## src/design/pwvm_pkg.sv

```systemverilog
package pwvm_pkg;

    localparam logic [2:0] ACT_TICK      = 3'd0;
    localparam logic [2:0] ACT_NOTE_ON   = 3'd1;
    localparam logic [2:0] ACT_NOTE_OFF  = 3'd2;
    localparam logic [2:0] ACT_WAVE_WR   = 3'd3;
    localparam logic [2:0] ACT_STEP_WR   = 3'd4;

    localparam int NOTE_W  = 7;
    localparam int VOL_W   = 7;
    localparam int WAVE_W  = 16;
    localparam int DAC_W   = 12;
    localparam int TVAL_W  = 26;
    localparam int STEP_IN_W = 25;

    typedef enum logic [2:0] {
        ST_IDLE,
        ST_RUN,
        ST_DRAIN,
        ST_FIN,
        ST_STEPW
    } state_t;

    // control part of one voice
    typedef struct packed {
        logic              busy;
        logic [NOTE_W-1:0] note;
        logic [VOL_W-1:0]  vol;
    } voice_ctl_t;

endpackage

```

## src/design/pwvm_cell.sv

```systemverilog
module pwvm_cell #(
    parameter int PHASE_W = 25
) (
    input  logic                clk,
    input  logic                rst_n,
    input  logic                shift,
    input  pwvm_pkg::voice_ctl_t ctl_in,
    input  logic [PHASE_W-1:0]  step_in,
    input  logic [PHASE_W-1:0]  phase_in,
    output pwvm_pkg::voice_ctl_t ctl_out,
    output logic [PHASE_W-1:0]  step_out,
    output logic [PHASE_W-1:0]  phase_out
);
    import pwvm_pkg::*;

    voice_ctl_t         ctl_reg;
    logic [PHASE_W-1:0] step_reg;
    logic [PHASE_W-1:0] phase_reg;

    always_ff @(posedge clk or negedge rst_n)
    begin
        if (!rst_n)
        begin
            ctl_reg   <= '0;
            step_reg  <= '0;
            phase_reg <= '0;
        end
        else if (shift)
        begin
            ctl_reg   <= ctl_in;
            step_reg  <= step_in;
            phase_reg <= phase_in;
        end
    end

    assign ctl_out   = ctl_reg;
    assign step_out  = step_reg;
    assign phase_out = phase_reg;

endmodule

```

## config.mk

```make
export PLATFORM = sky130hd
export DESIGN_NAME = pwvm_cell
export DESIGN_NICKNAME = d
export VERILOG_FILES = /design/src/design/pwvm_pkg.sv /design/src/design/pwvm_cell.sv
export SDC_FILE = /design/constraint.sdc
export NUM_CORES = 1
export LEC_CHECK = 0
export BUFFER_PORTS_ARGS = -buffer_cell sky130_fd_sc_hd__buf_2
export CAP_MARGIN = 20
export CORE_ASPECT_RATIO = 1.25
export CORE_UTILIZATION = 49
export CTS_CLUSTER_DIAMETER = 50
export DETAILED_ROUTE_END_ITERATION = 6
export GPL_ROUTABILITY_DRIVEN = 0
export PLACE_DENSITY = 0.95
export SLEW_MARGIN = 0
export SYNTH_ARGS = -nofsm -noshare
export SYNTH_HDL_FRONTEND = slang
export SYNTH_SLANG_ARGS = --single-unit
```

## constraint.sdc

```tcl
create_clock -name clk -period 1.25 [get_ports clk]
set_clock_uncertainty 0.05 [all_clocks]
set_input_delay 0.0625 -clock clk [delete_from_list [all_inputs] [get_ports clk]]
set_output_delay 0.0625 -clock clk [all_outputs]
set_load 0.1 [all_outputs]
```

* Word-level counts from Yosys, hierarchy flattened
Index checks and enable logic that the tools add are counted.
Storage, ports and cells: bits in registers 65, latch bits 0, bits in writable memories 0, bits in read-only memories 0, input bits 68, output and inout port bits 65, word-level logic and storage cells 5, memories 0
Cells by class: add/subtract/negate cells 0, multipliers 0, div/mod/pow operators 0, $lt $le $gt $ge 0, equal/unequal tests 0, shift-type cells 0, multiplexer cells 0, bitwise gates (word level) 0, reduce and logical (&&, ||, !) cells 0

* Longest topological paths before layout
Gate-level depths: netlist of run 1.
depth in word-level cells 0, mapped depth 3, mapped depth without buffers 1

* Worst setup path after synthesis of run 1
Ideal clock, no wire load.
kind register -> register, from reg, netlist name ctl_out[0], to reg ctl_reg (netlist bit ctl_out[0]), arrival time 1.132 ns, data required time 1.074 ns, setup slack -0.058 ns, stages on the path, launching flop included 2, cell sequence dfrtp_1 > mux2_4
RTL lines:
- end signal, assigned | line pwvm_cell.sv:30 | ctl_reg <= ctl_in;
- end, declared | line pwvm_cell.sv:16 | voice_ctl_t ctl_reg;

* Worst setup path after layout of run 1
from reg phase_reg[6], in the netlist phase_out[6], to out phase_out[6]
RTL lines:
- start, declared | line pwvm_cell.sv:18 | logic [PHASE_W-1:0] phase_reg;
- start signal, assigned | line pwvm_cell.sv:32 | phase_reg <= phase_in;
- end, declared | line pwvm_cell.sv:12 | output logic [PHASE_W-1:0] phase_out
No word-level cell between the ends.

==> impl_metrics.env, run 1 <==
export IMPL_area_growth_pct=69.3
export IMPL_cts_reportedPaths_clkPinSlew_ns=0.07
export IMPL_synth_cells=137
export IMPL_cts_tree="yes"
export IMPL_cts_sinks=65
export IMPL_ios=133
export IMPL_yosys_area_share_xor_xnor_pct=0
export IMPL_crit_chain="buf_2"
export IMPL_grtUsageTotal_pct=30.6
export IMPL_dieArea_sq_um=5640
export IMPL_syn_area_sq_um=2620
export IMPL_post_route_cell_area_sq_um=4430
export IMPL_vias=2021
export IMPL_rows=29
export IMPL_critPathSlowestCell="buf_2"
export IMPL_syn_nets=205
export IMPL_drt_wl_total_mm=8.61
export IMPL_fp_dieH_um=83.7
export IMPL_fill_cells=214
export IMPL_grt_ovfl_total=0
export IMPL_pre_cts_slack_ns=0.273
export IMPL_place_area_sq_um=3430
export IMPL_antenna_left=0
export IMPL_yosysUniqueCellTypes=5
export IMPL_critPathMaxStageDelay_ns=0.42
export IMPL_fin_util_pct=86.7
export IMPL_drtIter0Drc=108
export IMPL_wire_per_inst_um=21.1
export IMPL_worstPathMaxFanout=2
export IMPL_nets=410
export IMPL_viasPerCell=4.95
export IMPL_outcome="completed"
export IMPL_hold_path_startpoint="shift"
export IMPL_post_cts_buffers=0
export IMPL_synth_top_family_by_area="multiplexers"
export IMPL_seqCellArea_sq_um=1710
export IMPL_regToRegStartpoint="step_out[10]"
export IMPL_crit_type="flop to primary output"
export IMPL_initial_utilization_pct=51.2
export IMPL_diodes=0
export IMPL_power_density_nw_per_um2=1570
export IMPL_final_cell_mix="buf_2, dlygate4sd3_1, dfrtp_2, clkbuf_4, mux2_4"
export IMPL_drtPass1Iterations=4
export IMPL_h_tree_depth=3
export IMPL_coreArea_sq_um=5120
export IMPL_grt_pass1_vias=2285
export IMPL_slew_headroom_pct=67.6
export IMPL_arrival_ns=1.12
export IMPL_drv_slew=0
export IMPL_synth_simple_gate_area_share_pct=0
export IMPL_multi_input_comb_area_sq_um=920
export IMPL_fin_ws_ns=0.0205
export IMPL_end_kind="primary output"
export IMPL_cp_num_buf_inv=1
export IMPL_crit_required_ns=1.14
export IMPL_yosysSeqAreaShare_pct=62.1
export IMPL_cts_buffers=9
export IMPL_avgSynthCellArea_sq_um=19.1
export IMPL_portBuffers=132
export IMPL_antenna_found_initial=0
export IMPL_hp_class="primary input to flop"
export IMPL_dp_hpwl_mm=4.02
export IMPL_die_x_um=67.4
export IMPL_irDropWorstVdd_mv=1.31
export IMPL_synth_fa_ha_area_share_pct=0
export IMPL_cts_buffer_depth=2
export IMPL_worstMarginPinSlew_ns=0.489
export IMPL_synthMuxAreaShare_pct=35.1
export IMPL_p_leak_nw=2.13
export IMPL_grt_pass1_wl_mm=12.0
export IMPL_root_buffer="clkbuf_8"
export IMPL_hold_viol=0
export IMPL_cp_top_family="buffers and inverters"
export IMPL_maxCapViolCount=0
export IMPL_p_total_mw=6.98
export IMPL_layout_min_cycle_time_ns=1.23
export IMPL_ys_seq_elements=65
export IMPL_min_period_over_period_pct=98.4
export IMPL_max_freq_ghz=0.813
export IMPL_setup_viol=0
export IMPL_layout_commonest_cell="buf_2"
export IMPL_drc=0
export IMPL_clk_latency_ns=0.32
export IMPL_holdWs_ns=0.232
export IMPL_start_kind="flop"
export IMPL_grt_max_degree=66
export IMPL_synth_compound_area_share_pct=0
export IMPL_crit_start="phase_out[6]"
export IMPL_drive_above_1_share_pct=80.6
export IMPL_ys_warn_count=0
==> power by group <==
| group | internal [mW] | switching, mW |
|---|---|---|
| clock network | 1.01 | 0.768 |
| registers | 2.35 | 0.152 |
| logic | 0.747 | 1.95 |
==> per-layer routing <==
| layer | vias to the layer above | GRT usage [%] | wire [um] |
|---|---|---|---|
| met5 | - | 0 | 0 |
| met4 | 0 | 14.1 | 281 |
| met3 | 20 | 5.46 | 328 |
| met2 | 93 | 54.7 | 4930 |
| met1 | 1022 | 33.7 | 3070 |
| li1 | 886 | - | - |
==> sequential cells by signal, summed over array words and instances, names as in the netlist <==
name	flops
ctl_out	15
phase_out	25
step_out	25
==> stage by stage <==
step | cells | TNS [ns]
after CTS | 408 | 0
after floorplan | 137 | 0
after global placement | 327 | 0
after detailed placement | 327 | 0
after global routing | 408 | -0.0174
final | 408 | 0
==> cell usage after synthesis <==
library cell / n / area (sq um)
buf_2: 1 / 5.00
buf_6: 6 / 67.6
dfrtp_1: 65 / 1630
mux2_2: 15 / 169
mux2_4: 50 / 751
==> logic make-up after synthesis <==
logic type | after synthesis
multiplexers | 65
flip-flops | 65
buffers and inverters | 7
==> what timing repair did <==
| action | CTS | global route |
|---|---|---|
| hold buffers | 66 | 0 |
| hold endpoints to repair | 130 | 0 |
| setup endpoints to repair | 6 | 54 |
| resized for setup | 6 | 54 |
==> worst paths after layout <==
check                                endpoint  slack, ns  depth (start not counted)
worst min register to register  phase_out[10]       0.47                          1
worst min-delay path             phase_out[3]       0.23                          3
max in group asynchronous       phase_out[13]       0.62                          3
worst max register to register   step_out[10]       0.36                          1
worst max-delay path             phase_out[6]       0.02                          1
min in group asynchronous        step_out[22]       0.24                          3
==> layout make-up <==
type | instances | share of cell area (%)
Clock buffer | 12 | 3.50
Clock inverter | 3 | 0.903
Multi-Input combinational cell | 65 | 20.7
Sequential cell | 65 | 38.5
Tap cell | 62 | 1.75
Timing Repair Buffer | 201 | 34.6
Note: power is estimated with default switching activity, not from simulation.
==> run 2: changes to the inputs <==
Settings changed: CORE_ASPECT_RATIO 1.25 to 0.75.
==> run 2 against run 1 <==
  * Routed wire length grew 2.9%
  * Fmax shrank 0.19%
  * Clock power grew 5%
  * Critical path type unchanged
  * Highest routed layer unchanged
==> impl_metrics.env, run 2 (synthesis results as in run 1) <==
export IMPL_cts_tree="yes"
export IMPL_crit_required_ns=1.14
export IMPL_place_area_sq_um=3470
export IMPL_area_growth_pct=71.7
export IMPL_min_period_over_period_pct=98.5
export IMPL_die_x_um=86.4
export IMPL_ios=133
export IMPL_cts_buffer_depth=2
export IMPL_fin_ws_ns=0.0182
export IMPL_viasPerCell=4.98
export IMPL_outcome="completed"
export IMPL_h_tree_depth=3
export IMPL_drive_above_1_share_pct=80.5
export IMPL_crit_chain="buf_2"
export IMPL_worstPathMaxFanout=2
export IMPL_arrival_ns=1.12
export IMPL_grt_ovfl_total=0
export IMPL_layout_min_cycle_time_ns=1.23
export IMPL_holdWs_ns=0.0971
export IMPL_vias=2098
export IMPL_irDropWorstVdd_mv=1.14
export IMPL_cts_buffers=9
export IMPL_setup_viol=0
export IMPL_end_kind="primary output"
export IMPL_final_cell_mix="buf_2, dlygate4sd3_1, dfrtp_2, mux2_4, clkbuf_4"
export IMPL_dp_hpwl_mm=4.08
export IMPL_portBuffers=132
export IMPL_initial_utilization_pct=52.3
export IMPL_crit_type="flop to primary output"
export IMPL_pre_cts_slack_ns=0.229
export IMPL_dieArea_sq_um=5640
export IMPL_drt_wl_total_mm=8.86
export IMPL_fp_dieH_um=65.3
export IMPL_max_freq_ghz=0.812
export IMPL_diodes=0
export IMPL_clk_latency_ns=0.34
export IMPL_hold_viol=0
export IMPL_post_cts_buffers=0
export IMPL_coreArea_sq_um=5010
export IMPL_grtUsageTotal_pct=32.3
export IMPL_cp_num_buf_inv=1
export IMPL_wire_per_inst_um=21.0
export IMPL_cp_top_family="buffers and inverters"
export IMPL_slew_headroom_pct=68.0
export IMPL_critPathSlowestCell="buf_2"
export IMPL_post_route_cell_area_sq_um=4500
export IMPL_critPathMaxStageDelay_ns=0.42
export IMPL_maxCapViolCount=0
export IMPL_p_leak_nw=2.16
export IMPL_drtPass1Iterations=6
export IMPL_p_total_mw=7.10
export IMPL_rows=22
export IMPL_cts_sinks=65
export IMPL_nets=412
export IMPL_drv_slew=0
export IMPL_antenna_left=0
export IMPL_drc=0
export IMPL_hp_class="primary input to flop"
export IMPL_worstMarginPinSlew_ns=0.484
export IMPL_cts_reportedPaths_clkPinSlew_ns=0.07
export IMPL_fin_setup_tns_ns=0
export IMPL_grt_pass1_wl_mm=12.8
export IMPL_antenna_found_initial=0
export IMPL_drtIter0Drc=80
export IMPL_layout_commonest_cell="buf_2"
export IMPL_grt_max_degree=66
export IMPL_start_kind="flop"
export IMPL_grt_pass1_vias=2370
export IMPL_root_buffer="clkbuf_8"
export IMPL_power_density_nw_per_um2=1580
run 2: cell types whose count changed in the layout (fill, tap and decap cells not counted), sizes merged:
cell    delta
clkbuf    -11
buf       +15
clkinv     -1
run 2: power by group:
| group | switching, mW | total [mW] | internal [mW] |
|---|---|---|---|
| combinational | 1.95 | 2.72 | 0.768 |
| clock | 0.783 | 1.87 | 1.08 |
| sequential | 0.156 | 2.51 | 2.35 |
| total | 2.89 | 7.10 | 4.20 |
run 2: per-stage QoR:
| stage | cells | utilization, % |
|---|---|---|
| after floorplan | 137 | - |
| after global placement | 339 | 69.2 |
| after detailed placement | 339 | 69.2 |
| after CTS | 421 | 87.7 |
| after global routing | 421 | 89.8 |
| final | 421 | 89.8 |
run 2: cell type report:
type                    count  area [sq um]
multi-input cells          65           920
repair buffers            203          1570
flip-flops and latches     65          1710
fillers                   207           513
clock buffers              14           173
well taps                  72          90.1
clock inverters             2          35.0
run 2: final timing paths:
check                        startpoint  slack [ns]            end  depth (start not counted)
max in group asynchronous         rst_n        0.59  phase_out[10]                          3
setup reg to reg           step_out[23]        0.37   step_out[23]                          1
min in group asynchronous         rst_n        0.25     ctl_out[0]                          3
hold reg to reg              ctl_out[5]        0.47     ctl_out[5]                          1
hold / removal                    shift         0.1  phase_out[15]                          2
setup / recovery           phase_out[6]        0.02   phase_out[6]                          1
run 2: layer usage:
layer  global-route usage (%)  vias to the layer above  share of wire (%)
li1                         -                      898                  -
met1                     33.7                     1050                 36
met2                     60.3                      109                 53
met3                     7.54                       41                5.3
met4                     18.1                        0                5.2
met5                        0                        -                  0
run 2: what timing repair did:
item,CTS,global route
hold buffers,66,0
endpoints found under the hold margin,130,0
gates resized for setup,23,41
endpoints found under the setup margin,23,41
==> run 3: changes to the inputs <==
Settings changed: CORE_UTILIZATION 49 to 45, PLACE_DENSITY 0.95 to 0.89, SKIP_CTS_REPAIR_TIMING set to 1.
Clock period 1.25 ns to 1.45 ns, I/O delays scaled along.
==> run 3 against run 2 <==
  * Sequential cell count did not move
  * Final cell count rose by 0.24%
  * Clock power decreased by 7%
==> impl_metrics.env, run 3 (synthesis results as in run 1) <==
export IMPL_outcome="completed"
export IMPL_layout_cells_non_filler=422
export IMPL_root_buffer="clkbuf_8"
export IMPL_drv_slew=0
export IMPL_slew_headroom_pct=65.7
export IMPL_grt_ovfl_total=0
export IMPL_grt_max_degree=66
export IMPL_drtPass1Iterations=4
export IMPL_dp_hpwl_mm=4.21
export IMPL_cts_buffers=9
export IMPL_vias=2032
export IMPL_crit_type="flop to primary output"
export IMPL_cts_reportedPaths_clkPinSlew_ns=0.08
export IMPL_fin_ws_ns=0.136
export IMPL_drive_above_1_share_pct=62.2
export IMPL_clk_latency_ns=0.34
export IMPL_worstPathMaxFanout=2
export IMPL_grtUsageTotal_pct=20.2
export IMPL_grt_pass1_vias=1744
export IMPL_min_period_over_period_pct=90.6
export IMPL_worstMarginPinSlew_ns=0.518
export IMPL_fin_setup_tns_ns=0
export IMPL_drtIter0Drc=100
export IMPL_drc=0
export IMPL_fin_util_pct=77.8
export IMPL_dp_cells=340
export IMPL_maxCapViolCount=0
export IMPL_end_kind="primary output"
export IMPL_crit_required_ns=1.33
export IMPL_cts_buffer_depth=2
export IMPL_cts_tree="yes"
export IMPL_layout_commonest_cell="buf_2"
export IMPL_crit_chain="buf_2"
export IMPL_max_freq_ghz=0.761
export IMPL_p_leak_nw=2.16
export IMPL_setup_viol=0
export IMPL_cp_num_buf_inv=1
export IMPL_h_tree_depth=3
export IMPL_initial_utilization_pct=47.9
export IMPL_rows=23
export IMPL_viasPerCell=4.82
export IMPL_grt_pass1_wl_mm=9.05
export IMPL_cts_sinks=65
export IMPL_area_growth_pct=62.4
export IMPL_arrival_ns=1.19
export IMPL_p_total_mw=6.07
export IMPL_antenna_left=0
export IMPL_antenna_found_initial=0
export IMPL_hp_class="primary input to async pin"
export IMPL_portBuffers=132
export IMPL_wire_per_inst_um=18.9
export IMPL_dieArea_sq_um=6130
export IMPL_rsz0062_at_grt="no"
export IMPL_power_density_nw_per_um2=1430
export IMPL_critPathSlowestCell="buf_2"
export IMPL_fp_dieH_um=68.1
export IMPL_hold_viol=0
export IMPL_pre_cts_slack_ns=0.447
export IMPL_final_cell_mix="buf_2, dlygate4sd3_1, dfrtp_1, mux2_4, mux2_2"
export IMPL_drt_wl_total_mm=7.97
export IMPL_critPathMaxStageDelay_ns=0.46
export IMPL_irDropWorstVdd_mv=0.840
export IMPL_layout_min_cycle_time_ns=1.31
export IMPL_cp_top_family="buffers and inverters"
export IMPL_die_x_um=90.1
export IMPL_nets=410
export IMPL_diodes=0
export IMPL_ios=133
export IMPL_coreArea_sq_um=5470
export IMPL_start_kind="flop"
## run 3: cell types whose count changed in the layout (fill, tap and decap cells not counted), sizes merged
cell,delta
buf,+39
bufinv,+1
clkbuf,-45
clkinvlp,+3
## run 3: area by class of cell
| type | instances | area, sq um |
|---|---|---|
| sequential | 65 | 1630 |
| timing repair buffer | 201 | 1380 |
| fill | 310 | 1210 |
| multi-input combinational | 65 | 920 |
| clock buffer | 10 | 138 |
| tap | 75 | 93.8 |
| clock inverter | 6 | 91.3 |
## run 3: per-stage QoR
stage	instance area (sq um)	hold slack (ns)
final	4250	0.239
after global routing	4250	0.239
after CTS	3590	-0.305
after detailed placement	3360	0.0659
after global placement	3360	0.0611
after floorplan	2620	-0.273
## run 3: worst paths after layout
check | from | to | slack, ns | depth (start not counted)
min in group clk | shift | ctl_out[0] | 0.25 | 3
worst min register to register | ctl_out[3] | ctl_out[3] | 0.46 | 1
worst min-delay path | rst_n | ctl_out[6] | 0.24 | 3
worst max register to register | ctl_out[14] | ctl_out[14] | 0.58 | 1
max in group asynchronous | rst_n | ctl_out[3] | 0.82 | 3
worst max-delay path | step_out[23] | step_out[23] | 0.14 | 1
## run 3: report_power, final
part	switching (mW)	internal [mW]
logic	1.68	0.560
registers	0.116	2.00
clock network	0.710	1.02
## run 3: layer usage
metal  track usage (%)  vias up  routed length [um]  share of wire, %
li1                  -      889                   -                 -
met1              24.5     1025                3120                39
met2              32.8      101                4080                51
met3              9.11       17                 553               6.9
met4              6.65        0                 213               2.7
met5                 0        -                   0                 0
